`src/design/aaco_pkg.sv`:
```
// Shared constants, register indexes and payload types of the circle overlay.
package aaco_pkg;

   // Default geometry of the coordinate fields
   localparam int COORD_BITS_DEF = 12;
   localparam int FRAC_BITS_DEF  = 4;

   // Extra fractional bits carried by the blend weight
   localparam int EXTRA_BITS = 4;

   // Result bits resolved by each square-root stage
   localparam int SQRT_STEP = 3;

   // Colour channel width
   localparam int CHAN_BITS = 8;

   // Configuration register indexes
   localparam int CSR_INDEX_BITS = 3;
   localparam logic [CSR_INDEX_BITS-1:0] CSR_CENTER_X = 3'd0;
   localparam logic [CSR_INDEX_BITS-1:0] CSR_CENTER_Y = 3'd1;
   localparam logic [CSR_INDEX_BITS-1:0] CSR_RADIUS   = 3'd2;
   localparam logic [CSR_INDEX_BITS-1:0] CSR_INK_C0   = 3'd3;
   localparam logic [CSR_INDEX_BITS-1:0] CSR_INK_C1   = 3'd4;
   localparam logic [CSR_INDEX_BITS-1:0] CSR_INK_C2   = 3'd5;
   localparam logic [CSR_INDEX_BITS-1:0] CSR_FILL     = 3'd6;

   typedef logic [CHAN_BITS-1:0] chan_type;

   typedef struct packed {
      chan_type c0;
      chan_type c1;
      chan_type c2;
   } color_type;

   // Per-item sideband that rides along the distance pipeline
   typedef struct packed {
      color_type bg;
      logic      solid;   // inside the disk, plain ink
      logic      write;   // on the antialiased edge, blend
   } side_type;

endpackage

```
`src/design/aaco_blend.sv`:
```
// Blend back end: edge weight from distance, per-channel mix, rounding and output register.
module aaco_blend #(
   parameter int COORD_BITS = aaco_pkg::COORD_BITS_DEF,
   parameter int FRAC_BITS  = aaco_pkg::FRAC_BITS_DEF,
   parameter int ROOT_BITS  = 21
) (
   input  logic                              clock,
   input  logic                              reset,
   input  logic                              in_valid,
   output logic                              in_ready,
   input  logic [ROOT_BITS-1:0]              in_root,
   input  aaco_pkg::side_type                in_side,
   input  logic [COORD_BITS+FRAC_BITS-3:0]   radius,
   input  aaco_pkg::color_type               ink,
   output logic                              out_valid,
   input  logic                              out_ready,
   output aaco_pkg::color_type               out_color,
   output logic                              out_touched
);
   import aaco_pkg::*;

   localparam int WF = FRAC_BITS + EXTRA_BITS;
   localparam int PW = WF + 1 + CHAN_BITS;
   localparam logic [ROOT_BITS:0] ONE_D =
      {{(ROOT_BITS - WF){1'b0}}, 1'b1, {WF{1'b0}}};
   localparam logic [WF:0] ONE_V = {1'b1, {WF{1'b0}}};
   localparam logic [PW:0] HALF  = {{(PW - WF + 1){1'b0}}, 1'b1, {(WF-1){1'b0}}};

   // Round half up, drop the weight fraction, cap at full scale
   function automatic chan_type mix(input logic [PW-1:0] a, input logic [PW-1:0] b);
      logic [PW:0] sum;
      sum = {1'b0, a} + {1'b0, b} + HALF;
      return (sum[PW:WF] > (PW-WF+1)'(255)) ? {CHAN_BITS{1'b1}} : sum[WF+CHAN_BITS-1:WF];
   endfunction

   logic [2:0] valid_ff;
   logic [3:0] rdy;

   always_comb begin
      rdy[3] = out_ready;
      for (int s = 2; s >= 0; s--) begin
         rdy[s] = !valid_ff[s] || rdy[s+1];
      end
   end
   assign in_ready  = rdy[0];
   assign out_valid = valid_ff[2];

   always_ff @(posedge clock) begin
      if (reset) begin
         valid_ff <= '0;
      end else begin
         if (rdy[0]) valid_ff[0] <= in_valid;
         if (rdy[1]) valid_ff[1] <= valid_ff[0];
         if (rdy[2]) valid_ff[2] <= valid_ff[1];
      end
   end

   // Stage 1: weight v = |D - r|, clamped to one
   logic [ROOT_BITS:0] rt, rq, diff;
   logic [WF:0]        v_in;
   logic [WF:0]        v_ff;
   side_type           side1_ff;

   assign rt   = {1'b0, in_root};
   assign rq   = (ROOT_BITS+1)'({radius, {EXTRA_BITS{1'b0}}});
   assign diff = (rt >= rq) ? (rt - rq) : (rq - rt);
   assign v_in = (diff > ONE_D) ? ONE_V : diff[WF:0];

   always_ff @(posedge clock) begin
      if (rdy[0]) begin
         v_ff     <= v_in;
         side1_ff <= in_side;
      end
   end

   // Stage 2: weighted background and ink products
   logic [WF:0]   w_ink;
   logic [PW-1:0] pb0_ff, pb1_ff, pb2_ff, pi0_ff, pi1_ff, pi2_ff;
   side_type      side2_ff;

   assign w_ink = ONE_V - v_ff;

   always_ff @(posedge clock) begin
      if (rdy[1]) begin
         pb0_ff   <= {{CHAN_BITS{1'b0}}, v_ff} * {{(WF+1){1'b0}}, side1_ff.bg.c0};
         pb1_ff   <= {{CHAN_BITS{1'b0}}, v_ff} * {{(WF+1){1'b0}}, side1_ff.bg.c1};
         pb2_ff   <= {{CHAN_BITS{1'b0}}, v_ff} * {{(WF+1){1'b0}}, side1_ff.bg.c2};
         pi0_ff   <= {{CHAN_BITS{1'b0}}, w_ink} * {{(WF+1){1'b0}}, ink.c0};
         pi1_ff   <= {{CHAN_BITS{1'b0}}, w_ink} * {{(WF+1){1'b0}}, ink.c1};
         pi2_ff   <= {{CHAN_BITS{1'b0}}, w_ink} * {{(WF+1){1'b0}}, ink.c2};
         side2_ff <= side1_ff;
      end
   end

   // Stage 3: final pixel select into the output register
   color_type color_in;
   color_type color_ff;
   logic      touched_ff;

   always_comb begin
      priority if (side2_ff.solid) begin
         color_in = ink;
      end else if (side2_ff.write) begin
         color_in.c0 = mix(pb0_ff, pi0_ff);
         color_in.c1 = mix(pb1_ff, pi1_ff);
         color_in.c2 = mix(pb2_ff, pi2_ff);
      end else begin
         color_in = side2_ff.bg;
      end
   end

   always_ff @(posedge clock) begin
      if (rdy[2]) begin
         color_ff   <= color_in;
         touched_ff <= side2_ff.solid || side2_ff.write;
      end
   end

   assign out_color   = color_ff;
   assign out_touched = touched_ff;

endmodule

```
`config.mk`:
```
export PLATFORM = sky130hd
export DESIGN_NAME = aaco_blend
export DESIGN_NICKNAME = d
export VERILOG_FILES = /design/src/design/aaco_pkg.sv /design/src/design/aaco_blend.sv
export SDC_FILE = /design/constraint.sdc
export NUM_CORES = 1
export LEC_CHECK = 0
export BUFFER_PORTS_ARGS = -buffer_cell sky130_fd_sc_hd__clkbuf_2
export CAP_MARGIN = 5
export CORE_MARGIN = 2
export CORE_UTILIZATION = 50
export CTS_BUF_LIST = sky130_fd_sc_hd__clkbuf_8 sky130_fd_sc_hd__clkbuf_16
export CTS_CLUSTER_DIAMETER = 50
export DETAILED_ROUTE_END_ITERATION = 6
export PLACE_DENSITY = 0.75
export SLEW_MARGIN = 40
export SYNTH_ARGS = -nofsm -noshare
export SYNTH_HDL_FRONTEND = slang
export SYNTH_SLANG_ARGS = --single-unit
```
`constraint.sdc`:
```
create_clock -name clock -period 11.8 [get_ports clock]
set_clock_uncertainty 0.2 [all_clocks]
set_input_delay 2.36 -clock clock [delete_from_list [all_inputs] [get_ports clock]]
set_output_delay 2.36 -clock clock [all_outputs]
set_load 0.02 [all_outputs]
```
==> impl_results.md <==
* Prevailing post-synth register cell: edfxtp_1
* Critical Path AT at 6.66 ns
* Dpl ws at 4.71 ns
* Drc violations at 6
* Clock tree buffer depth at 2
* Total GRT Usage at 22.6%
* Cells after Synth at 2399
* R2R Path Start: v_ff[0]
* Crit path capture: pi1_ff[16]
* Syn Nets at 3085
* Max-slew headroom at 46.1%
* Number of flops mapped to enable cells by yosys at 188
* Most frequent CP cell: fa_1
* Number of DRC markers in iteration 0 at 1212
* Fraction of layout cells with a size suffix above 1 at 8.09%
* Tmin final at 6.66 ns
* Initial antenna violation count at 5
* Die area at 49200 µm²
* Pleak at 13.3 nW
* Tcrit/Tclk final at 56.4%
* CTS tree: built
* Crit path largest cell delay at 0.57 ns
* Post-DRT Antenna Nets at 0
* Critical path type: reg2reg
* Slew at the pin with the worst max-slew slack at 0.785 ns
* Die width at 222 µm
* Nets at 3158
* First-pass GRT wire length at 89.6 mm
* Final hold viol count at 0
* I/O Buffers at 115
* Final setup fails at 0
* CP startpoint kind: register
* Critical path endpoint category: register
* PnR worst setup slack at 5.14 ns
* Post-CTS Setup Bufs at 0
* Unrepaired setup endpoints after global routing: no
* Clock Latency Late Sink at 0.46 ns
* Root Buffer: clkbuf_16
* Bufs and invs on worst path at 5
* Seq/Total Area, Yosys at 24.1%
* Synthesis Warnings at 0
* Via/cell ratio at 5.50
* FP Rows at 79
* Synthesized area per cell at 9.88 µm²
* Synthesized area at 23700 µm²
* First drt pass iteration count at 7
* Status: finished, violations left
* Dpl hpwl at 40.9 mm
* Max Cap Viol at 0
* Boundary Pins at 116
* Die Ht at 222 µm
* Routed via count at 17.0k
* Crit path cell chain: buf_4, inv_1, ha_2, or3b_1, nor3_1, xnor2_2, buf_4, nor2b_1, fa_1, fa_1, fa_1, inv_1, fa_1, inv_1, ha_1, and2_1, o21ai_0, o31ai_1, nor4_1, nor3_1, a21o_1, a21oi_1, xnor2_1
* WL final at 53.1 mm
* Achievable frequency at 0.150 GHz
* Sink Count at 191
* Core Footprint at 46700 µm²
* TNS Setup at 0 ns
* Reg2Reg Setup Slack at 5.14 ns
* Critical path's top delay family: adder cells
* Wire per inst at 17.2 µm
* Power per cell area at 64.1 nW/µm²
* Worst path slowest cell: xnor2_2
* Worst EP required at 11.80 ns
* Failing checks: design-rule violations
* Crit path max fanout at 52
* Grt ovf at 0
* Share of flip-flops with an asynchronous set or reset at 0%
* Yosys reg bits at 191
* Area growth from synthesis to layout at 7.27%
* Min-Delay Path Class: reg2reg
* GP Congestion at 0.879
* Post-layout util at 54.5%
* Initial core utilization at 50.8%
* Beginning of the critical path: v_ff[0]
* TritonCTS Buffers at 17
* Largest net degree at the start of global routing at 83
* Worst-path clk slew at 0.07 ns
* H-tree Lvls at 4
* Netlist cell types at 83
* Maximum vdd drop at 0.101 mV
* Reg-to-reg endpoint: pi1_ff[16]
* CP Depth at 23
* Reg2Reg Depth at 23
* Final max-slew violation count at 0
* Vias in the first global route at 17.9k
* CTS Hold Bufs at 0
* Resized Gates After CTS at 0
worst min-delay path by stage:
| stage | slack [ns] | startpoint | to | cells past startpoint |
|---|---|---|---|---|
| after floorplan | 0.20 | side1_ff[0] | side2_ff[0] | 0 |
| after global placement | 0.20 | side1_ff[0] | side2_ff[0] | 0 |
| after detailed placement | 0.20 | side1_ff[1] | side2_ff[1] | 0 |
| after CTS | 0.22 | side1_ff[1] | side2_ff[1] | 0 |
| after global routing | 0.23 | side1_ff[1] | side2_ff[1] | 0 |
| final | 0.22 | side1_ff[1] | side2_ff[1] | 0 |
flip-flops by register name, indices dropped and copies added (netlist names):
signal / flops
valid_ff: 3
side1_ff: 26
pi2_ff: 17
pi1_ff: 17
out_color: 24
side2_ff: 26
out_touched: 1
pb0_ff: 17
pi0_ff: 17
pb1_ff: 17
pb2_ff: 17
v_ff: 9
where the power goes:
group / leakage (nW) / internal, mW / switching (mW) / total (mW)
registers: 2.15 / 0.774 / 0.0261 / 0.800
clock network: 0.275 / 0.286 / 0.259 / 0.545
logic: 10.9 / 0.111 / 0.173 / 0.284
layer usage:
| metal | global-route usage (%) | wire length, µm | vias to the layer above |
|---|---|---|---|
| met5 | 0 | 27 | - |
| met4 | 8.48 | 1660 | 4 |
| met3 | 3.67 | 3410 | 98 |
| met2 | 37.6 | 25400 | 566 |
| met1 | 29.8 | 22600 | 8370 |
| li1 | - | - | 7970 |
kinds of logic after synthesis:
kind of cell / count (synthesis) / synth area share, %
DFF: 191 / 24.1
muxes: 10 / 0.443
adders and majority gates: 597 / 39.5
xor gates and xnor gates: 112 / 4.14
AOI/OAI and AO/OA: 287 / 8.11
buffers and inverters: 492 / 8.02
and+or+nand+nor: 710 / 15.7
synthesized netlist by cell type, types with 20 or more instances:
library cell,count,area [µm²]
inv_1,411,1540
ha_1,344,4300
and2_1,263,1650
fa_1,253,5060
nand2_1,203,762
edfxtp_1,188,5650
a21oi_1,92,460
nor2_1,82,308
xnor2_1,70,613
clkbuf_1,59,221
o21ai_0,48,240
xor2_1,42,368
nor3_1,38,190
nor2b_1,35,219
a21o_1,28,210
o22ai_1,26,163
nand2b_1,21,131
nand3_1,20,100
layout by cell type (no fill, tap or decap), types with 9 or more instances in the layout:
master / netlist / layout
inv_1: 411 / 414
ha_1: 344 / 343
and2_1: 263 / 263
fa_1: 253 / 253
nand2_1: 203 / 201
edfxtp_1: 188 / 188
clkbuf_2: 0 / 115
a21oi_1: 92 / 92
nor2_1: 82 / 81
xnor2_1: 70 / 65
o21ai_0: 48 / 48
xor2_1: 42 / 41
nor3_1: 38 / 38
nor2b_1: 35 / 35
a21o_1: 28 / 28
o22ai_1: 26 / 26
nand2b_1: 21 / 21
nand3_1: 20 / 20
buf_4: 1 / 18
clkbuf_16: 0 / 17
a31oi_1: 11 / 11
a21boi_0: 10 / 10
o21a_1: 9 / 9
mux2i_1: 9 / 9
area by class of cell:
class / count / area (µm²)
inverter: 412 / 1550
fill: 4030 / 21200
sequential: 191 / 5710
timing repair buffer: 134 / 722
antenna: 3 / 7.51
tap: 607 / 759
multi-input combinational: 1716 / 16200
clock inverter: 14 / 106
clock buffer: 17 / 425
per-stage QoR:
step	hold slack, ns	area (µm²)	total power, mW	instances
2_1_floorplan	0.200	23700	0.999	2399
3_3_place_gp	0.203	24900	1.09	3060
3_5_place_dp	0.205	24900	1.09	3060
4_1_cts	0.221	25400	1.64	3091
5_1_grt	0.232	25400	1.69	3092
6_report	0.219	25400	1.63	3094
No activity file was read; power rests on OpenSTA's default activity.
