File: config.mk
export PLATFORM = sky130hd
export DESIGN_NAME = aaco_geom
export DESIGN_NICKNAME = d
export VERILOG_FILES = /design/src/design/aaco_pkg.sv /design/src/design/aaco_geom.sv
export SDC_FILE = /design/constraint.sdc
export NUM_CORES = 2
export LEC_CHECK = 0
export BUFFER_PORTS_ARGS = -buffer_cell sky130_fd_sc_hd__buf_4
export CAP_MARGIN = 5
export CORE_ASPECT_RATIO = 0.8
export CORE_MARGIN = 2
export CORE_UTILIZATION = 65
export DETAILED_ROUTE_END_ITERATION = 10
export PLACE_DENSITY_LB_ADDON = 0.3
export SETUP_SLACK_MARGIN = 0.5
export SYNTH_ARGS = -nofsm -noshare
export SYNTH_HDL_FRONTEND = slang
export SYNTH_SLANG_ARGS = --single-unit
File: constraint.sdc
create_clock -name clock -period 23.6 [get_ports clock]
set_input_delay 3.54 -clock clock [delete_from_list [all_inputs] [get_ports clock]]
set_output_delay 3.54 -clock clock [all_outputs]
set_load 0.1 [all_outputs]
File: src/design/aaco_pkg.sv
// Shared constants, register indexes and payload types of the circle overlay.
package aaco_pkg;

   // Default geometry of the coordinate fields
   localparam int COORD_BITS_DEF = 12;
   localparam int FRAC_BITS_DEF  = 4;

   // Extra fractional bits carried by the blend weight
   localparam int EXTRA_BITS = 4;

   // Result bits resolved by each square-root stage
   localparam int SQRT_STEP = 3;

   // Colour channel width
   localparam int CHAN_BITS = 8;

   // Configuration register indexes
   localparam int CSR_INDEX_BITS = 3;
   localparam logic [CSR_INDEX_BITS-1:0] CSR_CENTER_X = 3'd0;
   localparam logic [CSR_INDEX_BITS-1:0] CSR_CENTER_Y = 3'd1;
   localparam logic [CSR_INDEX_BITS-1:0] CSR_RADIUS   = 3'd2;
   localparam logic [CSR_INDEX_BITS-1:0] CSR_INK_C0   = 3'd3;
   localparam logic [CSR_INDEX_BITS-1:0] CSR_INK_C1   = 3'd4;
   localparam logic [CSR_INDEX_BITS-1:0] CSR_INK_C2   = 3'd5;
   localparam logic [CSR_INDEX_BITS-1:0] CSR_FILL     = 3'd6;

   typedef logic [CHAN_BITS-1:0] chan_type;

   typedef struct packed {
      chan_type c0;
      chan_type c1;
      chan_type c2;
   } color_type;

   // Per-item sideband that rides along the distance pipeline
   typedef struct packed {
      color_type bg;
      logic      solid;   // inside the disk, plain ink
      logic      write;   // on the antialiased edge, blend
   } side_type;

endpackage

File: src/design/aaco_geom.sv
// Geometry front end: box test, squared distance and ring/disk classification.
module aaco_geom #(
   parameter int COORD_BITS = aaco_pkg::COORD_BITS_DEF,
   parameter int FRAC_BITS  = aaco_pkg::FRAC_BITS_DEF,
   parameter int RAD_IN_BITS = 2 * (COORD_BITS + FRAC_BITS + aaco_pkg::EXTRA_BITS + 1)
) (
   input  logic                              clock,
   input  logic                              reset,
   input  logic                              in_valid,
   output logic                              in_ready,
   input  logic [COORD_BITS-1:0]             pix_x,
   input  logic [COORD_BITS-1:0]             pix_y,
   input  aaco_pkg::color_type               bg,
   input  logic [COORD_BITS+FRAC_BITS-1:0]   center_x,
   input  logic [COORD_BITS+FRAC_BITS-1:0]   center_y,
   input  logic [COORD_BITS+FRAC_BITS-3:0]   radius,
   input  logic                              fill_mode,
   output logic                              out_valid,
   input  logic                              out_ready,
   output logic [RAD_IN_BITS-1:0]            out_rad,
   output aaco_pkg::side_type                out_side
);
   import aaco_pkg::*;

   localparam int POS_BITS = COORD_BITS + FRAC_BITS;
   localparam int RAD_BITS = POS_BITS - 2;
   localparam logic [POS_BITS:0] ONE_F =
      {{(POS_BITS - FRAC_BITS){1'b0}}, 1'b1, {FRAC_BITS{1'b0}}};
   localparam logic [RAD_BITS:0] ONE_R =
      {{(RAD_BITS - FRAC_BITS){1'b0}}, 1'b1, {FRAC_BITS{1'b0}}};

   // Stage handshake: a stage takes a new item when empty or draining
   logic [2:0] valid_ff;
   logic [3:0] rdy;

   always_comb begin
      rdy[3] = out_ready;
      for (int s = 2; s >= 0; s--) begin
         rdy[s] = !valid_ff[s] || rdy[s+1];
      end
   end
   assign in_ready  = rdy[0];
   assign out_valid = valid_ff[2];

   always_ff @(posedge clock) begin
      if (reset) begin
         valid_ff <= '0;
      end else begin
         if (rdy[0]) valid_ff[0] <= in_valid;
         if (rdy[1]) valid_ff[1] <= valid_ff[0];
         if (rdy[2]) valid_ff[2] <= valid_ff[1];
      end
   end

   // Stage 1: box limits and absolute offsets
   logic [POS_BITS-1:0] px, py;
   logic [POS_BITS:0]   dx, dy;
   logic [POS_BITS-1:0] adx_in, ady_in;
   logic                inbox_in;
   logic [POS_BITS-1:0] adx_ff, ady_ff;
   logic                inbox1_ff;
   color_type           bg1_ff;

   assign px = {pix_x, {FRAC_BITS{1'b0}}};
   assign py = {pix_y, {FRAC_BITS{1'b0}}};
   assign dx = {1'b0, px} - {1'b0, center_x};
   assign dy = {1'b0, py} - {1'b0, center_y};

   always_comb begin
      logic lo_x, hi_x, lo_y, hi_y;
      logic [POS_BITS:0] ndx, ndy;
      lo_x = ({1'b0, px} + {3'b000, radius} + ONE_F) > {1'b0, center_x};
      hi_x = {1'b0, px} < ({1'b0, center_x} + {3'b000, radius} + ONE_F);
      lo_y = ({1'b0, py} + {3'b000, radius} + ONE_F) > {1'b0, center_y};
      hi_y = {1'b0, py} < ({1'b0, center_y} + {3'b000, radius} + ONE_F);
      inbox_in = lo_x && hi_x && lo_y && hi_y;
      ndx = ~dx + 1'b1;
      ndy = ~dy + 1'b1;
      adx_in = dx[POS_BITS] ? ndx[POS_BITS-1:0] : dx[POS_BITS-1:0];
      ady_in = dy[POS_BITS] ? ndy[POS_BITS-1:0] : dy[POS_BITS-1:0];
   end

   always_ff @(posedge clock) begin
      if (rdy[0]) begin
         adx_ff    <= adx_in;
         ady_ff    <= ady_in;
         inbox1_ff <= inbox_in;
         bg1_ff    <= bg;
      end
   end

   // Stage 2: squares of the offsets and of the radius limits
   logic [2*POS_BITS-1:0] dxsq_ff, dysq_ff;
   logic [2*RAD_BITS-1:0] rsq_ff, rm1sq_ff;
   logic [2*RAD_BITS+1:0] rp1sq_ff;
   logic                  small_r_ff, inbox2_ff;
   color_type             bg2_ff;
   logic [RAD_BITS:0]     rp1;
   logic [RAD_BITS-1:0]   rm1;

   assign rp1 = {1'b0, radius} + ONE_R;
   assign rm1 = radius - ONE_R[RAD_BITS-1:0];

   always_ff @(posedge clock) begin
      if (rdy[1]) begin
         dxsq_ff    <= {{POS_BITS{1'b0}}, adx_ff} * {{POS_BITS{1'b0}}, adx_ff};
         dysq_ff    <= {{POS_BITS{1'b0}}, ady_ff} * {{POS_BITS{1'b0}}, ady_ff};
         rsq_ff     <= {{RAD_BITS{1'b0}}, radius} * {{RAD_BITS{1'b0}}, radius};
         rp1sq_ff   <= {{(RAD_BITS+1){1'b0}}, rp1} * {{(RAD_BITS+1){1'b0}}, rp1};
         rm1sq_ff   <= {{RAD_BITS{1'b0}}, rm1} * {{RAD_BITS{1'b0}}, rm1};
         small_r_ff <= radius < ONE_R[RAD_BITS-1:0];
         inbox2_ff  <= inbox1_ff;
         bg2_ff     <= bg1_ff;
      end
   end

   // Stage 3: squared distance, exact in/out decisions, scaled radicand
   logic [2*POS_BITS:0] d2;
   logic                le_inner, le_outer, ge_ring;
   side_type            side_in;
   logic [RAD_IN_BITS-1:0] rad_ff;
   side_type            side_ff;

   assign d2       = {1'b0, dxsq_ff} + {1'b0, dysq_ff};
   assign le_inner = d2 <= (2*POS_BITS+1)'(rsq_ff);
   assign le_outer = d2 <= (2*POS_BITS+1)'(rp1sq_ff);
   assign ge_ring  = small_r_ff || (d2 >= (2*POS_BITS+1)'(rm1sq_ff));

   always_comb begin
      side_in.bg    = bg2_ff;
      side_in.solid = 1'b0;
      side_in.write = 1'b0;
      if (inbox2_ff) begin
         if (fill_mode) begin
            side_in.solid = le_inner;
            side_in.write = !le_inner && le_outer;
         end else begin
            side_in.write = le_outer && ge_ring;
         end
      end
   end

   always_ff @(posedge clock) begin
      if (rdy[2]) begin
         rad_ff  <= RAD_IN_BITS'({d2, {(2*EXTRA_BITS){1'b0}}});
         side_ff <= side_in;
      end
   end

   assign out_rad  = rad_ff;
   assign out_side = side_ff;

endmodule

==> impl_metrics.yaml <==
global_routing:
  grt_usage: 0.311
  gr-usage-met2: 0.483
  grt_pass1_vias: 36700
  grt-ovfl-total: 0
  top_usage_layer: "met2"
  grt_pass1_wl_mm: 190
  grt_max_degree: 114
  grt_antenna_before_repair: 4
  met3_usage: 0.0634
  gr-usage-met1: 0.450
synthesis:
  ys_seq_elements: 285
  synth_warnings: 0
  synth_top_family_by_area: "adder cells"
  yosysSeqAreaShare: 0.175
  ys_async_sr_fraction: 0
  synth_compound_area_frac: 0.0900
  synthXorXnorAreaFrac: 0.0508
  synth_area_mm2: 0.0488
  avgSynthCellArea_um2: 9.73
  syn_inst: 5020
  synth_edf_count: 282
  synth-adder-area-share: 0.479
  synthSimpleGateAreaFrac: 0.108
  ys.flop_type: "edfxtp_1"
  ys_types: 78
  yosys-mux-area-fraction: 0.00238
clock_network:
  worstSkewPairLatency_ns: 0.58
  cts_made_buffers: 34
  cts-root-buf: "clkbuf_16"
  cts_resized: 0
  post-cts-setup-buffer-count: 0
  cts.path.max_buffers: 3
  clk_pin_slew_worst_paths_ns: 0.06
  cts.htree.levels: 2
  clock-sinks: 285
  cts_tree: "yes"
  cts_hold_buf: 0
route:
  avgViaCountPerCell: 5.71
  route.vias.total: 35300
  drc: 0
  drt_wl_total_mm: 116
  drt_pass1_iterations: 5
  drtIter0Drc: 3048
  drtAntennaViolNets: 0
  wl_per_cell_um: 18.8
place:
  io_buffers: 159
  gp_congestion: 0.939
  place_hpwl_mm: 96.2
die:
  fp.dieW_um: 310
  io_pins: 169
  initial_core_util: 0.660
  core_area_mm2: 0.0741
  num_rows: 89
  fp.dieH_um: 249
  fp.dieArea_mm2: 0.0774
cells_and_area:
  fillCellCount: 5450
  drive_gt1_frac: 0.0555
  antenna_cells: 0
  nets: 6708
  syn_to_final_growth_pct: 7.21
flow_run:
  drv_cap: 0
status:
  status: "finished clean"
sta:
  clock_skew_ns: 0.0220
  tightestPinTransition_ns: 1.27
  hold_viol: 0
  slew_violations: 0
  fin_crit_ns: 11.55
  period_share: 0.490
  slew_headroom: 0.154
  rsz0062_at_grt: "no"
  setup-tns-final_ns: 0
  setup_violations: 0
  fmax_mhz: 86.5
worst_setup_path:
  crit_required_ns: 23.88
  critPathCaptureType: "register"
  cp_data_arrival_time_ns: 11.83
  worst-setup-path-type: "input pin to register"
  crit_fanout: 24
  startpoint_type: "input pin"
hold_path:
  hold_path.class: "register to register"
-- sequential cells by signal (all words and copies together), names as in the netlist --
name and count:
ady_ff 16, rm1sq_ff 24, bg1_ff 24, rsq_ff 27
adx_ff 16, inbox1_ff 1, rp1sq_ff 27, valid_ff 3
dysq_ff 31, out_side 26, out_rad 33, dxsq_ff 31
inbox2_ff 1, bg2_ff 24, small_r_ff 1
-- placed cells by master (no fill, tap or decap), types with 25 or more instances in the layout --
master and n:
nor2b_1 44, nand2_1 353, a21o_1 102, o21a_1 30, clkbuf_16 34, nor2_1 266
nand2b_1 25, inv_1 1119, xor2_1 82, o21bai_1 39, ha_1 746, buf_4 188
nor3_1 50, edfxtp_1 282, and2_1 169, nand4_1 29, o21ai_0 109, fa_1 702
a21oi_1 205, and3_1 29, xnor2_1 200, nand3_1 50
-- kinds of logic after synthesis --
group	after synthesis
xor gates and xnor gates	283
muxes	11
buffers and inverters	1228
adders and majority gates	1448
other	2
DFF	285
and+or+nand+nor	1094
AOI/OAI and AO/OA	669
-- Yosys cell counts (30+ instances only) --
library cell | n | area (um^2)
fa_1 | 702 | 14100
inv_1 | 1121 | 4210
nor3_1 | 50 | 250
o21bai_1 | 39 | 293
ha_1 | 746 | 9330
and2_1 | 169 | 1060
nand2_1 | 354 | 1330
xor2_1 | 82 | 718
xnor2_1 | 201 | 1760
clkbuf_1 | 84 | 315
o21a_1 | 30 | 225
edfxtp_1 | 282 | 8470
o21ai_0 | 109 | 546
a21o_1 | 102 | 766
a21oi_1 | 205 | 1030
nor2_1 | 266 | 998
nand3_1 | 50 | 250
nor2b_1 | 44 | 275
-- path summary, 6_finish.rpt --
path	from	endpoint	slack [ns]	depth (start not counted)
worst max register to register	ady_ff[8]	dysq_ff[31]	15.83	19
worst max-delay path	radius[4]	rm1sq_ff[26]	12.05	26
worst min register to register	bg1_ff[16]	bg2_ff[16]	0.42	0
worst min-delay path	bg1_ff[16]	bg2_ff[16]	0.42	0
-- through the flow --
| step | cells | util | hold WS (ns) | cell area (um^2) | setup slack [ns] |
|---|---|---|---|---|---|
| floorplan | 5033 | - | 0.400 | 48900 | 12.68 |
| global placement | 6126 | 0.691 | 0.401 | 51200 | 11.91 |
| detailed placement | 6126 | 0.691 | 0.405 | 51200 | 11.59 |
| CTS | 6187 | 0.707 | 0.416 | 52400 | 12.19 |
| global route | 6187 | 0.707 | 0.420 | 52400 | 11.70 |
| finish | 6187 | 0.707 | 0.416 | 52400 | 12.05 |
-- cell type report --
| type | instances | area (um^2) | area share |
|---|---|---|---|
| Multi-Input combinational cell | 3520 | 35700 | 0.682 |
| Sequential cell | 285 | 8530 | 0.163 |
| Inverter | 1132 | 4250 | 0.0812 |
| Timing Repair Buffer | 188 | 1410 | 0.0270 |
| Tap cell | 1001 | 1250 | 0.0239 |
| Clock buffer | 40 | 913 | 0.0174 |
| Clock inverter | 21 | 283 | 0.00540 |
-- per-layer routing --
metal | share of wire | vias to the layer above
met1 | 0.44 | 17300
li1 | - | 16500
met2 | 0.44 | 1399
met3 | 0.098 | 171
met5 | 0 | -
met4 | 0.025 | 0
-- worst max-delay path, cell delays in order --
cell	delay, ns
buf_4	0.23
clkinv_1	0.09
buf_4	0.38
ha_1	0.25
nor3b_1	0.43
nand3_1	0.16
xnor2_1	0.81
clkinv_1	0.52
nand2_1	0.24
inv_1	0.08
fa_1	0.56
fa_1	0.44
fa_1	0.52
fa_1	0.51
fa_1	0.49
inv_1	0.05
fa_1	0.50
inv_1	0.04
ha_1	0.33
nand3_1	0.13
or4_1	0.55
a21oi_1	0.22
o31a_1	0.23
nand2_1	0.11
a31oi_1	0.24
o211ai_1	0.14
Power is not shown: default switching activity piles up to over one toggle a cycle in this logic, so the estimate is an artifact.
