**src/design/aaco_pkg.sv**
```systemverilog
// Shared constants, register indexes and payload types of the circle overlay.
package aaco_pkg;

   // Default geometry of the coordinate fields
   localparam int COORD_BITS_DEF = 12;
   localparam int FRAC_BITS_DEF  = 4;

   // Extra fractional bits carried by the blend weight
   localparam int EXTRA_BITS = 4;

   // Result bits resolved by each square-root stage
   localparam int SQRT_STEP = 3;

   // Colour channel width
   localparam int CHAN_BITS = 8;

   // Configuration register indexes
   localparam int CSR_INDEX_BITS = 3;
   localparam logic [CSR_INDEX_BITS-1:0] CSR_CENTER_X = 3'd0;
   localparam logic [CSR_INDEX_BITS-1:0] CSR_CENTER_Y = 3'd1;
   localparam logic [CSR_INDEX_BITS-1:0] CSR_RADIUS   = 3'd2;
   localparam logic [CSR_INDEX_BITS-1:0] CSR_INK_C0   = 3'd3;
   localparam logic [CSR_INDEX_BITS-1:0] CSR_INK_C1   = 3'd4;
   localparam logic [CSR_INDEX_BITS-1:0] CSR_INK_C2   = 3'd5;
   localparam logic [CSR_INDEX_BITS-1:0] CSR_FILL     = 3'd6;

   typedef logic [CHAN_BITS-1:0] chan_type;

   typedef struct packed {
      chan_type c0;
      chan_type c1;
      chan_type c2;
   } color_type;

   // Per-item sideband that rides along the distance pipeline
   typedef struct packed {
      color_type bg;
      logic      solid;   // inside the disk, plain ink
      logic      write;   // on the antialiased edge, blend
   } side_type;

endpackage

```
**src/design/aaco_sqrt.sv**
```systemverilog
// Pipelined restoring square root, a few result bits per stage, sideband carried along.
module aaco_sqrt #(
   parameter int ROOT_BITS = 21
) (
   input  logic                     clock,
   input  logic                     reset,
   input  logic                     in_valid,
   output logic                     in_ready,
   input  logic [2*ROOT_BITS-1:0]   in_rad,
   input  aaco_pkg::side_type       in_side,
   output logic                     out_valid,
   input  logic                     out_ready,
   output logic [ROOT_BITS-1:0]     out_root,
   output aaco_pkg::side_type       out_side
);
   import aaco_pkg::*;

   localparam int STAGES  = ROOT_BITS / SQRT_STEP;
   localparam int IN_BITS = 2 * ROOT_BITS;

   logic [STAGES-1:0] valid_ff;
   logic [STAGES:0]   rdy;
   logic [STAGES-1:0] valid_pre;

   logic [ROOT_BITS-1:0] root_pre [STAGES];
   logic [ROOT_BITS+1:0] rem_pre  [STAGES];
   logic [IN_BITS-1:0]   rad_pre  [STAGES];
   side_type             side_pre [STAGES];

   logic [ROOT_BITS-1:0] root_in [STAGES];
   logic [ROOT_BITS+1:0] rem_in  [STAGES];
   logic [IN_BITS-1:0]   rad_in  [STAGES];

   logic [ROOT_BITS-1:0] root_ff [STAGES];
   logic [ROOT_BITS+1:0] rem_ff  [STAGES];
   logic [IN_BITS-1:0]   rad_ff  [STAGES];
   side_type             side_ff [STAGES];

   assign rdy[STAGES] = out_ready;
   assign in_ready    = rdy[0];
   assign out_valid   = valid_ff[STAGES-1];
   assign out_root    = root_ff[STAGES-1];
   assign out_side    = side_ff[STAGES-1];

   for (genvar s = 0; s < STAGES; s++) begin : g_stage
      // Stage input: fresh radicand or previous stage's partial result
      if (s == 0) begin : g_head
         assign valid_pre[s] = in_valid;
         assign root_pre[s]  = '0;
         assign rem_pre[s]   = '0;
         assign rad_pre[s]   = in_rad;
         assign side_pre[s]  = in_side;
      end else begin : g_body
         assign valid_pre[s] = valid_ff[s-1];
         assign root_pre[s]  = root_ff[s-1];
         assign rem_pre[s]   = rem_ff[s-1];
         assign rad_pre[s]   = rad_ff[s-1];
         assign side_pre[s]  = side_ff[s-1];
      end

      assign rdy[s] = !valid_ff[s] || rdy[s+1];

      // One result bit per step: bring down two radicand bits, try root*4+1
      always_comb begin
         logic [ROOT_BITS+2:0] acc;
         logic [ROOT_BITS+2:0] trial;
         logic [ROOT_BITS-1:0] rt;
         logic [IN_BITS-1:0]   rd;
         rt  = root_pre[s];
         acc = {1'b0, rem_pre[s]};
         rd  = rad_pre[s];
         for (int k = 0; k < SQRT_STEP; k++) begin
            acc   = {acc[ROOT_BITS:0], rd[IN_BITS-1 -: 2]};
            rd    = {rd[IN_BITS-3:0], 2'b00};
            trial = {1'b0, rt, 2'b01};
            if (acc >= trial) begin
               acc = acc - trial;
               rt  = {rt[ROOT_BITS-2:0], 1'b1};
            end else begin
               rt  = {rt[ROOT_BITS-2:0], 1'b0};
            end
         end
         root_in[s] = rt;
         rem_in[s]  = acc[ROOT_BITS+1:0];
         rad_in[s]  = rd;
      end

      always_ff @(posedge clock) begin
         if (reset) begin
            valid_ff[s] <= 1'b0;
         end else if (rdy[s]) begin
            valid_ff[s] <= valid_pre[s];
         end
      end

      always_ff @(posedge clock) begin
         if (rdy[s]) begin
            root_ff[s] <= root_in[s];
            rem_ff[s]  <= rem_in[s];
            rad_ff[s]  <= rad_in[s];
            side_ff[s] <= side_pre[s];
         end
      end
   end

endmodule

```
**config.mk**
```make
export PLATFORM = sky130hd
export DESIGN_NAME = aaco_sqrt
export DESIGN_NICKNAME = d
export VERILOG_FILES = /design/src/design/aaco_pkg.sv /design/src/design/aaco_sqrt.sv
export SDC_FILE = /design/constraint.sdc
export NUM_CORES = 1
export LEC_CHECK = 0
export ABC_AREA = 1
export ABC_CLOCK_PERIOD_IN_PS = 13400
export BUFFER_PORTS_ARGS = -buffer_cell sky130_fd_sc_hd__buf_2
export CORE_MARGIN = 2
export CORE_UTILIZATION = 50
export DETAILED_ROUTE_END_ITERATION = 16
export GPL_ROUTABILITY_DRIVEN = 1
export PLACE_DENSITY_LB_ADDON = 0.08
export SLEW_MARGIN = 20
export SYNTH_ARGS = -nofsm -noshare
export SYNTH_HDL_FRONTEND = slang
export SYNTH_SLANG_ARGS = --single-unit
```
**constraint.sdc**
```tcl
create_clock -name clock -period 13.4 [get_ports clock]
set_input_delay 1.34 -clock clock [delete_from_list [all_inputs] [get_ports clock]]
set_output_delay 1.34 -clock clock [all_outputs]
set_load 0.01 [all_outputs]
```
==> run_results.csv, run 1 <==
group,metric,value,unit
outcome,status,"finished clean",
floorplan,fp.dieH,281,µm
timing,period_minus_slack,8.80,ns
global_route,grt_pass1_vias,31290,
drt,drc,0,
worst_setup_path,path_buf_inv,4,
yosys,ys_ff_latch,531,
final_layout,utilization,55.3,%
yosys,syn_inst,5015,
drt,vias,33484,
timing,rsz0062_at_grt,"no",
timing,max_freq,114,MHz
worst_hold_path,hp-class,"register to register",
worst_setup_path,path_delay_family,"simple AND/OR/NAND/NOR gates",
worst_setup_path,path_class,"register to register",
global_route,overflow,0,
yosys,synth_xor_area_share,4.48,%
worst_setup_path,timing.rr.end,"rem_ff[5][3]",
yosys,async_flop_share,0,%
worst_setup_path,reg2reg_setup_slack,4.60,ns
global_route,antenna_found_initial,3,
drt,wire_per_inst,18.1,µm
final_layout,final_cells,6229,
timing,tightest_slew,1.07,ns
floorplan,num_io_pins,121,
floorplan,core,76100,µm²
drt,drt_iter0_drc,2854,
global_route,grt_max_degree,74,
timing,setup_slack,4.60,ns
clocking,clockBufferDepth,3,
placed_design,hpwl,89500,µm
global_route,grt_usage,28.2,%
worst_hold_path,worstHoldStart,"side_ff[1][4]",
power,vdd_drop_max,0.140,mV
placed_design,dp.cells,6119,
timing,skew,0.0467,ns
worst_setup_path,r2r-start,"root_ff[4][1]",
clocking,cts-resized-gates,0,
floorplan,chipWidth,281,µm
clocking,cts_tree,"done",
floorplan,rows,101,
yosys,synth_top_family_by_area,"simple AND/OR/NAND/NOR gates",
yosys,yosysSeqAreaShare,41.3,%
clocking,clk_pin_slew,0.06,ns
yosys,yosysTopAreaCellShare,40.9,%
clocking,postCtsSetupBuffers,0,
placed_design,gp_congestion,0.963,
timing,tns,0,ns
timing,slew-limit-headroom,29.0,%
timing,setup_viol,0,
final_layout,final_common_cell,"nand2_1",
clocking,htree_num_levels,2,
worst_setup_path,cp-end-kind,"register",
worst_setup_path,max_stage_delay,0.97,ns
floorplan,initial_utilization,50.5,%
yosys,yosys-top-cells-area,"edfxtp_1, nand2_1, ha_1",
yosys,syn-cell-area,38400,µm²
timing,holdWs,0.392,ns
yosys,syn_area_per_cell,7.67,µm²
worst_setup_path,reg2reg_depth,30,
yosys,synth_compound_area_share,9.18,%
worst_setup_path,path_depth,30,
yosys,synth-simple-area-share,28.8,%
yosys,synth_ff_type,"edfxtp_1",
floorplan,dieArea,79100,µm²
drt,firstDrtPassIters,8,
clocking,clkSinkCount,531,
drt,routed_wl,113000,µm
power,power-per-cell-area,172,nW/µm²
global_route,grt_pass1_wl,174000,µm
final_layout,diodes,0,
final_layout,drive_gt1_share,6.64,%
placed_design,io_buffers,120,
final_layout,syn2layout_area_growth,9.47,%
worst_setup_path,crit_top_cell,"nand2_1",
worst_hold_path,hold_end,"side_ff[2][4]",
worst_setup_path,arrival,9.19,ns
worst_setup_path,crit_required,13.78,ns
yosys,muxShareOfSynthArea,0.0260,%
worst_setup_path,path_max_fanout,23,
worst_setup_path,slowest_stage,"nand3_1",
worst_hold_path,hold_depth,0,
yosys,ys_types,61,
power,leakagePower,20.1,nW
clocking,root_buffer,"clkbuf_16",
worst_setup_path,startpoint_type,"register",
clocking,clock_latency,0.65,ns
clocking,hold_buffers,0,
final_layout,final_cell_mix,"nand2_1, inv_1, edfxtp_1, nor2_1, nand3_1",
timing,finalHoldViolations,0,
clocking,numCtsBuffers,59,
yosys,synth_fa_ha_area_share,8.17,%
placed_design,place_ws,4.68,ns
yosys,synth_top_area_cell,"edfxtp_1",
drt,viasPerCell,5.38,
yosys,synth_edf_count,524,
timing,slew_viol_final,0,
drt,ant_nets,0,
final_layout,final_nets,5473,
yosys,ys_warn_count,0,
flow_run,drv_cap,0,
timing,fin_crit_sh,65.7,%
==> stage by stage <==
stage               cell area, µm²  total power, mW
floorplan                    38400             4.67
global placement             40100             5.54
detailed placement           40100             5.54
CTS                          42100             7.23
global route                 42100             7.79
finish                       42100             7.23
==> synthesized netlist by cell type (8+ instances only) <==
cell,number
a21o_1,10
a21oi_1,263
a31oi_1,18
buf_2,15
buf_4,9
buf_6,11
clkbuf_1,17
edfxtp_1,524
ha_1,251
inv_1,717
inv_2,11
nand2_1,1460
nand2_2,27
nand3_1,342
nand3_2,12
nand3b_1,26
nand4_1,108
nor2_1,498
nor2_2,20
nor2_4,8
nor3_1,59
nor4_1,9
o211ai_1,18
o21a_1,13
o21ai_0,263
o21bai_1,14
or2_2,15
xnor2_1,73
xor2_1,120
==> cell type report <==
| type | instances | area, µm² |
|---|---|---|
| inverter | 730 | 2750 |
| clock inverter | 40 | 467 |
| tap | 1030 | 1290 |
| timing repair buffer | 130 | 676 |
| multi-input combinational | 3698 | 19500 |
| fill | 7429 | 34000 |
| sequential | 531 | 15900 |
| clock buffer | 70 | 1540 |
==> sequential cells by signal, summed over array words and instances (netlist names) <==
signal	flops
root_ff	84
rem_ff	132
valid_ff	6
out_valid	1
rad_ff	126
side_ff	182
==> kinds of logic after synthesis <==
logic type               after synthesis
AND/OR/NAND/NOR                     2604
buffers and inverters                787
AO/OA/AOI/OAI                        645
flip-flops                           531
adder cells (fa/ha/maj)              251
XOR/XNOR                             195
other                                  1
multiplexers                           1
==> how the worst max path moves through the flow <==
stage	startpoint	endpoint	slack, ns
after floorplan	out_ready	in_ready	0.98
after global placement	root_ff[4][2]	rem_ff[5][3]	4.59
after detailed placement	root_ff[4][2]	rem_ff[5][3]	4.68
after CTS	root_ff[4][2]	rem_ff[5][3]	4.63
after global routing	root_ff[4][1]	rem_ff[5][16]	3.72
final	root_ff[4][1]	rem_ff[5][3]	4.60
==> power breakdown <==
group / total, mW / switching (mW) / internal [mW] / leakage [nW]
clock network: 1.66 / 0.679 / 0.978 / 0.969
registers: 2.27 / 0.161 / 2.10 / 5.44
logic: 3.30 / 2.28 / 1.03 / 13.7
==> layer usage <==
metal | wire length (µm) | up-vias | global-route usage [%]
met5 | 13 | - | 0
met4 | 3140 | 2 | 8.20
met3 | 6210 | 161 | 2.90
met2 | 50400 | 998 | 45.3
met1 | 53000 | 15412 | 40.3
li1 | - | 16911 | -
Power figures use the tool's default switching activity.
==> inputs of run 2 (changes only) <==
--- a/config.mk
+++ b/config.mk
@@ -6,7 +6,7 @@
 export NUM_CORES = 1
 export LEC_CHECK = 0
 export ABC_AREA = 1
-export ABC_CLOCK_PERIOD_IN_PS = 13400
+export ABC_CLOCK_PERIOD_IN_PS = 8250
 export BUFFER_PORTS_ARGS = -buffer_cell sky130_fd_sc_hd__buf_2
 export CORE_MARGIN = 2
 export CORE_UTILIZATION = 50
==> constraint.sdc (replaced) <==
create_clock -name clock -period 8.25 [get_ports clock]
set_input_delay 0.825 -clock clock [delete_from_list [all_inputs] [get_ports clock]]
set_output_delay 0.825 -clock clock [all_outputs]
set_load 0.01 [all_outputs]
==> run_results.csv, run 2 (same netlist as run 1, synthesis figures left out) <==
group,metric,value,unit
final_layout,diodes,0,
timing,setup_viol,0,
power,power_frac_comb,45.3,%
power,p_sw,5.10,mW
global_route,overflow,0,
final_layout,regMostFlops,"side_ff",
global_route,grt_max_degree,67,
global_route,grt_usage,28.6,%
floorplan,core,76100,µm²
global_route,grt_pass1_vias,31650,
clocking,clk_pin_slew,0.06,ns
final_layout,drive_gt1_share,7.22,%
clocking,root_buffer,"clkbuf_16",
outcome,status,"finished clean",
clocking,clkSinkCount,531,
power,power-per-cell-area,280,nW/µm²
drt,vias,33425,
clocking,cts-resized-gates,0,
floorplan,initial_utilization,50.5,%
power,p_total,11.8,mW
floorplan,rows,101,
global_route,antenna_found_initial,7,
power,p_seq_share,31.2,%
drt,viasPerCell,5.35,
drt,routed_wl,113000,µm
floorplan,dieArea,79100,µm²
timing,slew_viol_final,0,
global_route,grt_pass1_wl,176000,µm
power,pwr-share-clk,23.5,%
worst_setup_path,path_max_fanout,23,
drt,drc,0,
drt,drt_iter0_drc,2831,
timing,slew-limit-headroom,26.7,%
floorplan,num_io_pins,121,
timing,tightest_slew,1.10,ns
worst_setup_path,crit_top_cell,"nand2_1",
worst_hold_path,hp-class,"input pin to register",
timing,rsz0062_at_grt,"no",
final_layout,final_cell_mix,"nand2_1, inv_1, edfxtp_1, nor2_1, nand3_1",
clocking,clockBufferDepth,3,
power,switching_share,43.0,%
drt,wire_per_inst,18.1,µm
power,leakagePower,20.2,nW
timing,fin_crit_sh,85.4,%
worst_setup_path,arrival,7.44,ns
worst_setup_path,startpoint_type,"register",
worst_setup_path,path_class,"register to register",
placed_design,gp_congestion,0.983,
final_layout,final_cells,6252,
placed_design,dp.cells,6140,
drt,firstDrtPassIters,6,
worst_setup_path,slowest_stage,"nand3_1",
final_layout,syn2layout_area_growth,10.2,%
worst_setup_path,cp-end-kind,"register",
timing,max_freq,142,MHz
drt,ant_nets,0,
clocking,hold_buffers,0,
power,power.internal,6.75,mW
final_layout,finish.instance_area,42400,µm²
final_layout,reg.largest.list,"side_ff x182, rem_ff x132, rad_ff x126",
final_layout,final_common_cell,"nand2_1",
clocking,cts_tree,"done",
clocking,numCtsBuffers,59,
clocking,postCtsSetupBuffers,0,
placed_design,placed_area,40300,µm²
timing,skew,0.0368,ns
flow_run,drv_cap,0,
power,vdd_drop_max,0.255,mV
clocking,htree_num_levels,2,
clocking,clock_latency,0.65,ns
floorplan,chipWidth,281,µm
placed_design,hpwl,90600,µm
worst_setup_path,max_stage_delay,0.54,ns
final_layout,final_nets,5494,
floorplan,fp.dieH,281,µm
final_layout,largest_register_ffs,182,
timing,finalHoldViolations,0,
placed_design,io_buffers,120,
worst_setup_path,crit_required,8.64,ns
timing,period_minus_slack,7.04,ns
[run 2: changes by cell type in the layout (fill, tap and decap cells not counted), moves of 4 or more]
cell        change
clkinvlp_4      +8
nor2_1          -6
clkinv_2        -4
buf_4          +21
nor2_4          +6
[run 2: power groups by stage]
stage                     sequential [mW]  combinational (mW)  clock, mW
after global placement               3.75                5.27          0
after detailed placement             3.74                5.28          0
after global routing                 3.73                6.08       2.94
after CTS                            3.69                5.31       2.86
final                                3.70                5.37       2.79
after floorplan                      3.62                3.97          0
[run 2: cell type report]
type	instances	area [µm²]
Clock inverter	46	581
Sequential cell	531	15900
Inverter	730	2760
Tap cell	1030	1290
Multi-Input combinational cell	3698	19500
Clock buffer	66	1500
Timing Repair Buffer	151	833
Fill cell	7405	33700
[run 2: per-stage QoR]
| stage | utilization [%] | hold WS, ns | worst slack, ns | setup TNS (ns) |
|---|---|---|---|---|
| final | 55.7 | 0.350 | 1.21 | 0 |
| after global routing | 55.7 | 0.318 | 0.542 | 0 |
| after CTS | 55.7 | 0.296 | 1.28 | 0 |
| after detailed placement | 53.0 | 0.405 | 1.30 | 0 |
| after global placement | 53.0 | 0.400 | 1.22 | 0 |
| after floorplan | - | 0.400 | -0.820 | -78.32 |
[run 2: worst max-delay path: cells and delay by family, from the launching register on]
kind / cells / cell delay, ns
AO/OA/AOI/OAI: 6 / 1.37
adder cells (fa/ha/maj): 3 / 1.11
buffers and inverters: 6 / 1.19
flip-flops: 1 / 0.48
AND/OR/NAND/NOR: 18 / 2.61
[run 2: worst paths after layout]
kind	startpoint	endpoint	slack, ns	cells after the start
setup / recovery	root_ff[4][3]	rem_ff[5][15]	1.21	33
setup reg to reg	root_ff[4][3]	rem_ff[5][15]	1.21	33
hold reg to reg	side_ff[3][11]	side_ff[4][11]	0.39	0
hold / removal	in_rad[10]	rad_ff[0][10]	0.35	1
[run 2: metal layers]
layer | up-vias | part of all wire, % | GRT usage [%]
met5 | - | 0.034 | 0
met4 | 6 | 2.5 | 7.54
met3 | 157 | 5.6 | 3.04
met2 | 994 | 44 | 45.5
met1 | 15319 | 48 | 41.4
li1 | 16949 | - | -
